<file path="config.mk">
export PLATFORM = sky130hd
export DESIGN_NAME = ohsa_queue
export DESIGN_NICKNAME = d
export VERILOG_FILES = /design/src/hdl/ohsa_pkg.sv /design/src/hdl/ohsa_queue.sv
export SDC_FILE = /design/constraint.sdc
export NUM_CORES = 1
export LEC_CHECK = 0
export ABC_AREA = 1
export BUFFER_PORTS_ARGS = -buffer_cell sky130_fd_sc_hd__buf_4
export CORE_MARGIN = 3
export CORE_UTILIZATION = 55
export DETAILED_ROUTE_END_ITERATION = 10
export GPL_TIMING_DRIVEN = 0
export PLACE_DENSITY = 0.86
export RECOVER_POWER = 50
export SLEW_MARGIN = 40
export SYNTH_ARGS = -nofsm -noshare
export SYNTH_HDL_FRONTEND = slang
export SYNTH_SLANG_ARGS = --single-unit
</file>
<file path="constraint.sdc">
create_clock -name clk -period 21.5 [get_ports clk]
set_input_delay 4.3 -clock clk [delete_from_list [all_inputs] [get_ports clk]]
set_output_delay 4.3 -clock clk [all_outputs]
set_load 0.01 [all_outputs]
</file>
<file path="src/hdl/ohsa_pkg.sv">
// Package for the orbit heat-map splat accumulator: shared types and constants.
// Depends on nothing; every other file but the checker refers to it by scoped names.
`timescale 1ns / 1ps
package ohsa_pkg;
    localparam logic [2:0] REG_ORIGIN_X = 3'd0;
    localparam logic [2:0] REG_ORIGIN_Y = 3'd1;
    localparam logic [2:0] REG_SCALE_X  = 3'd2;
    localparam logic [2:0] REG_SCALE_Y  = 3'd3;
    localparam logic [2:0] REG_WIDTH    = 3'd4;
    localparam logic [2:0] REG_HEIGHT   = 3'd5;
    localparam logic [2:0] REG_MODE     = 3'd6;

    localparam logic [2:0] MODE_MIRROR_Y = 3'd0;
    localparam logic [2:0] MODE_OFFSET_X = 3'd1;
    localparam logic [2:0] MODE_OFFSET_Y = 3'd3;
    localparam logic [2:0] MODE_FOLD     = 3'd6;

    localparam logic signed [35:0] FOLD_SHIFT_X = 36'sd33554432;
    localparam logic signed [35:0] FOLD_ADD_Y   = 36'sd41607496;
    localparam logic signed [47:0] QUARTER_PX   = 48'sd16384;
    localparam logic signed [47:0] TENTH_PX     = -48'sd6554;

    // Reciprocal of three: floor(u / 3) = (u * THIRD_RECIP) >> 33 for any 32-bit u.
    localparam logic [31:0] THIRD_RECIP = 32'hAAAA_AAAB;

    // One splat job handed from the front end to the back end.
    typedef struct packed {
        logic               drop;      // point fell outside the view
        logic signed [47:0] px;        // primary splat, Q16.16
        logic signed [47:0] py;
        logic               mirror;    // second splat present
        logic signed [47:0] mx;        // mirrored splat, Q16.16
        logic signed [47:0] my;
    } splat_job_t;
endpackage

</file>
<file path="src/hdl/ohsa_queue.sv">
// Two-entry job queue between front end and back end.
// Depends on ohsa_pkg for the job type.
`timescale 1ns / 1ps
module ohsa_queue (
    input  logic                 clk,
    input  logic                 rst_n,
    input  logic                 wr_valid,
    output logic                 wr_ready,
    input  ohsa_pkg::splat_job_t wr_data,
    output logic                 rd_valid,
    input  logic                 rd_ready,
    output ohsa_pkg::splat_job_t rd_data
);
    ohsa_pkg::splat_job_t mem_reg [2];
    logic       wp_reg, rp_reg;
    logic [1:0] cnt_reg;
    logic       push, pop;

    assign wr_ready = (cnt_reg != 2'd2);
    assign rd_valid = (cnt_reg != 2'd0);
    assign rd_data  = mem_reg[rp_reg];
    assign push     = wr_valid && wr_ready;
    assign pop      = rd_valid && rd_ready;

    // Pointers and fill count.
    always_ff @(posedge clk or negedge rst_n)
    begin
        if (!rst_n)
        begin
            wp_reg  <= 1'b0;
            rp_reg  <= 1'b0;
            cnt_reg <= 2'd0;
        end
        else
        begin
            if (push) wp_reg <= ~wp_reg;
            if (pop)  rp_reg <= ~rp_reg;
            cnt_reg <= cnt_reg + 2'(push) - 2'(pop);
        end
    end

    // Storage.
    always_ff @(posedge clk)
    begin
        if (push)
            mem_reg[wp_reg] <= wr_data;
    end
endmodule

</file>
Word-level counts from Yosys, hierarchy flattened
Memories as Yosys holds them, arrays and structs flattened.
Index checks and enable logic that the tools add are counted.
- memories kept: 1
- register bits: 4
- bits in writable memories: 388
- input port bits: 198
- bitwise logic cells: 2
- add/sub/neg operators: 2
- equal/unequal tests: 1
- reductions and logical operators: 3
- multiplexer cells: 2
- memories (name ; depth ; width ; rd ports ; clocked after memory_dff ; write ports ; RTL line ; text):
    mem_reg ; 2 ; 194 ; 1 ; 0 ; 1 ; ohsa_queue.sv:14 ; ohsa_pkg::splat_job_t mem_reg [2];
- operators with widths (operator ; count):
    $add A2 B1 Y2 ; 1
    $logic_and A1 B1 Y1 ; 2
    $mux W1 ; 2
    $ne A2 B2 Y1 const B ; 1
    $not A1 Y1 ; 2
    $reduce_bool A2 Y1 ; 1
    $sub A2 B1 Y2 ; 1

Longest topological paths before layout
- depth in word-level cells: 4
- mapped depth: 10

Worst setup path before layout
No wires, ideal clock.
- path kind: input-to-reg
- start point: in wr_valid
- end point: mem mem_reg[1][0] (netlist name), enable pin
- setup slack: 8.319 ns
- data arrival time: 12.431 ns
- data required time: 20.749 ns
- stages: 2
- cell sequence: nand2_1 -> nor2_1
- cells in the longest elaborated chain, start to end: 3
- RTL lines (element ; RTL line ; text):
    start, declared ; ohsa_queue.sv:7 ; input logic wr_valid,
    $logic_and A1 B1 Y1 ; ohsa_queue.sv:22 ; assign push = wr_valid && wr_ready;
    $mux W1 ; ohsa_queue.sv:45 ; if (push)
    $mux W1 (implied by the code) ; ohsa_queue.sv:46 ; mem_reg[wp_reg] <= wr_data;
    end, declared ; ohsa_queue.sv:14 ;
Every way passes these cells.

Final worst setup path
- start point: in wr_valid
- end point: mem mem_reg[0][84] (netlist name), enable pin
Same word-level chain as after synthesis.

==> results.json <==
{
  "cts_tree": "built",
  "htreeDepth": 2,
  "synth_top_flop_cell": "edfxtp_1",
  "grt_use_total_pct": 25.68,
  "postLayoutCellArea_mm2": 0.01907,
  "power_frac_clock_pct": 24.1,
  "wire_per_inst_um": 19.68,
  "syn-num-nets": 1245,
  "num-nets-final": 1694,
  "io_buffers": 393,
  "yosys.area_share.xor_xnor_pct": 0,
  "path_cells": "clkbuf_1, nand3_1, clkinvlp_2, buf_16",
  "area_delta_synth_final_pct": 32.63,
  "synthTopCellsByArea": "edfxtp_1, nand2_1, buf_6",
  "io_pins": 394,
  "syn_area_mm2": 0.01438,
  "grt_pass1_vias": 10000,
  "fp-row-count": 58,
  "post-route-period-util_pct": 33.78,
  "internal-power_mw": 1.846,
  "antenna_found_initial": 2,
  "rsz0062_at_grt": "no",
  "power_frac_seq_pct": 39.3,
  "place_hpwl_um": 24790,
  "crit_arrival_ps": 7450,
  "clock.fmax_mhz": 137.7,
  "worst_pin_slew_ps": 2572,
  "numCtsBuffers": 39,
  "clkSlewWorstSetupHoldPaths_ps": 60,
  "r2r-end": "mem_reg[0][84]",
  "cts-root-buf": "clkbuf_16",
  "r2r_cells": 5,
  "fillCellCount": 1519,
  "cts_sinks": 392,
  "synth_area_leader_cell": "edfxtp_1",
  "switching_share_pct": 33.04,
  "p_leak_nw": 8.077,
  "synth_edf_count": 388,
  "synth_top_family_by_area": "simple AND/OR/NAND/NOR gates",
  "postRouteWirelength_um": 36480,
  "synthAdderAreaFrac_pct": 0.1740,
  "clk_latency_ps": 510,
  "slowest_stage": "clkinvlp_2",
  "instances_no_fill": 1854,
  "largest_register_ffs": 388,
  "comb_power_share_pct": 36.6,
  "first_pass_iters": 5,
  "seq_area_frac_synth_pct": 81.73,
  "final-max-slew-violation-count": 52,
  "cts_resized": 0,
  "place_area_mm2": 0.01809,
  "hold_ws_ps": 516.8,
  "synth_mux_area_share_pct": 0,
  "via_per_inst": 5.173,
  "dr.first_iter.drc_count": 810,
  "layout_min_cycle_time_ps": 7262,
  "setup_tns_ps": 0,
  "start_util_pct": 56.44,
  "n_antenna_cell": 0,
  "ant_nets": 0,
  "die_h_um": 167.7,
  "yosys.area_share.simple_pct": 15.66,
  "synth_compound_area_share_pct": 0,
  "outcome": "complete, but fails checks",
  "p_per_area_mw_per_mm2": 144.6,
  "yosysWarnings": 0,
  "grt_pass1_wl_um": 55590,
  "slew_headroom_pct": -72.43,
  "p_switching_mw": 0.9111,
  "dp_cells": 1783,
  "netlist_top_cells_count": "nand2_1, edfxtp_1, buf_2, buf_6, buf_4",
  "hold_buffers": 0,
  "syn_avg_cell_area_um2": 13.76,
  "netlist.area_leader.share_pct": 81.04,
  "crit_fanout": 72,
  "drc": 0,
  "yosysMostFrequentCell": "nand2_1",
  "max_stage_delay_ps": 1930,
  "crit_start": "wr_valid",
  "crit_end": "mem_reg[0][84]",
  "async_flop_share_pct": 1.020,
  "reg2reg_setup_slack_ps": 17580,
  "worstSetupEndpointType": "register",
  "synthCells": 1045,
  "die_w_um": 167.7,
  "violations": "max-capacitance violations, max-slew violations",
  "peakVddDrop_mv": 0.1077,
  "setup_viol": 0,
  "die_area_mm2": 0.02812,
  "gp_congestion": 0.8008,
  "grt_max_degree": 73,
  "start_kind": "primary input",
  "r2r_start": "cnt_reg[0]",
  "drv_cap": 1,
  "finalHoldViolCount": 0,
  "drive_gt1_share_pct": 29.20,
  "worst_ep_required_time_ps": 21690,
  "ys_types": 11,
  "path_class": "primary input to register",
  "grt-ovfl-total": 0,
  "postCtsSetupRepairBufs": 0,
  "skew_ps": 13.07,
  "cts.path.max_buffers": 3,
  "hp-class": "register to register",
  "whs_path_depth": 1,
  "route.vias.total": 9591,
  "ys_ff_latch": 392,
  "design.core.area_mm2": 0.02547
}
[area by class of cell]
type                    count  area, µm²  area share (%)
multi-input cells         601       2277           11.94
clock buffers              47       1049           5.499
repair buffers            408       3017           15.82
clock inverters            24      211.5           1.109
well taps                 330      412.9           2.165
plain buffers              43      312.8           1.640
flip-flops and latches    392      11750           61.63
inverters                   9      37.54          0.1969
[cell families after synthesis]
kind of cell | after synthesis
AND/OR/NAND/NOR | 599
buffers and inverters | 52
adder cells (fa/ha/maj) | 2
flip-flops | 392
[worst max-delay path, delay by kind of cell]
kind / cells / cell delay (ps)
buffers and inverters: 3 / 2910
and+or+nand+nor: 1 / 120
[per-layer routing]
layer,vias to the layer above,wire length [µm],global-route usage (%)
met5,-,34,0
met4,4,1161,8.147
met3,91,3793,8.381
met2,484,19490,47.29
met1,4575,12010,28.12
li1,4437,-,-
[layout by cell type (no fill, tap or decap), types with 7 or more instances in the layout]
cell	instances
nand2_1	595
edfxtp_1	388
buf_4	205
clkbuf_4	137
clkbuf_1	67
clkbuf_16	41
buf_2	22
buf_6	12
clkinv_1	10
clkinv_2	9
buf_16	8
inv_1	7
[power groups by stage]
| stage | logic (mW) | clock network [mW] | registers (mW) |
|---|---|---|---|
| floorplan | 0.474 | 0 | 1.13 |
| global placement | 0.941 | 0 | 1.16 |
| detailed placement | 1.01 | 0 | 1.09 |
| CTS | 1.03 | 0.676 | 1.08 |
| global route | 1.09 | 0.708 | 1.10 |
| finish | 1.01 | 0.666 | 1.08 |
[how the worst min path moves through the flow]
stage,startpoint,endpoint,slack [ps]
floorplan,wp_reg,wp_reg,440
global placement,wp_reg,wp_reg,450
detailed placement,wp_reg,wp_reg,480
CTS,wp_reg,wp_reg,510
global route,cnt_reg[0],cnt_reg[0],540
finish,cnt_reg[0],cnt_reg[0],520
[metrics by stage]
step,power [mW],util [%],setup WS [ps]
final,2.757,74.86,14240
after global routing,2.898,74.86,13970
after CTS,2.788,75.98,15260
after detailed placement,2.106,71.03,15190
after global placement,2.102,69.65,3993
after floorplan,1.605,-,8319
Note: power is estimated with default switching activity, not from simulation.
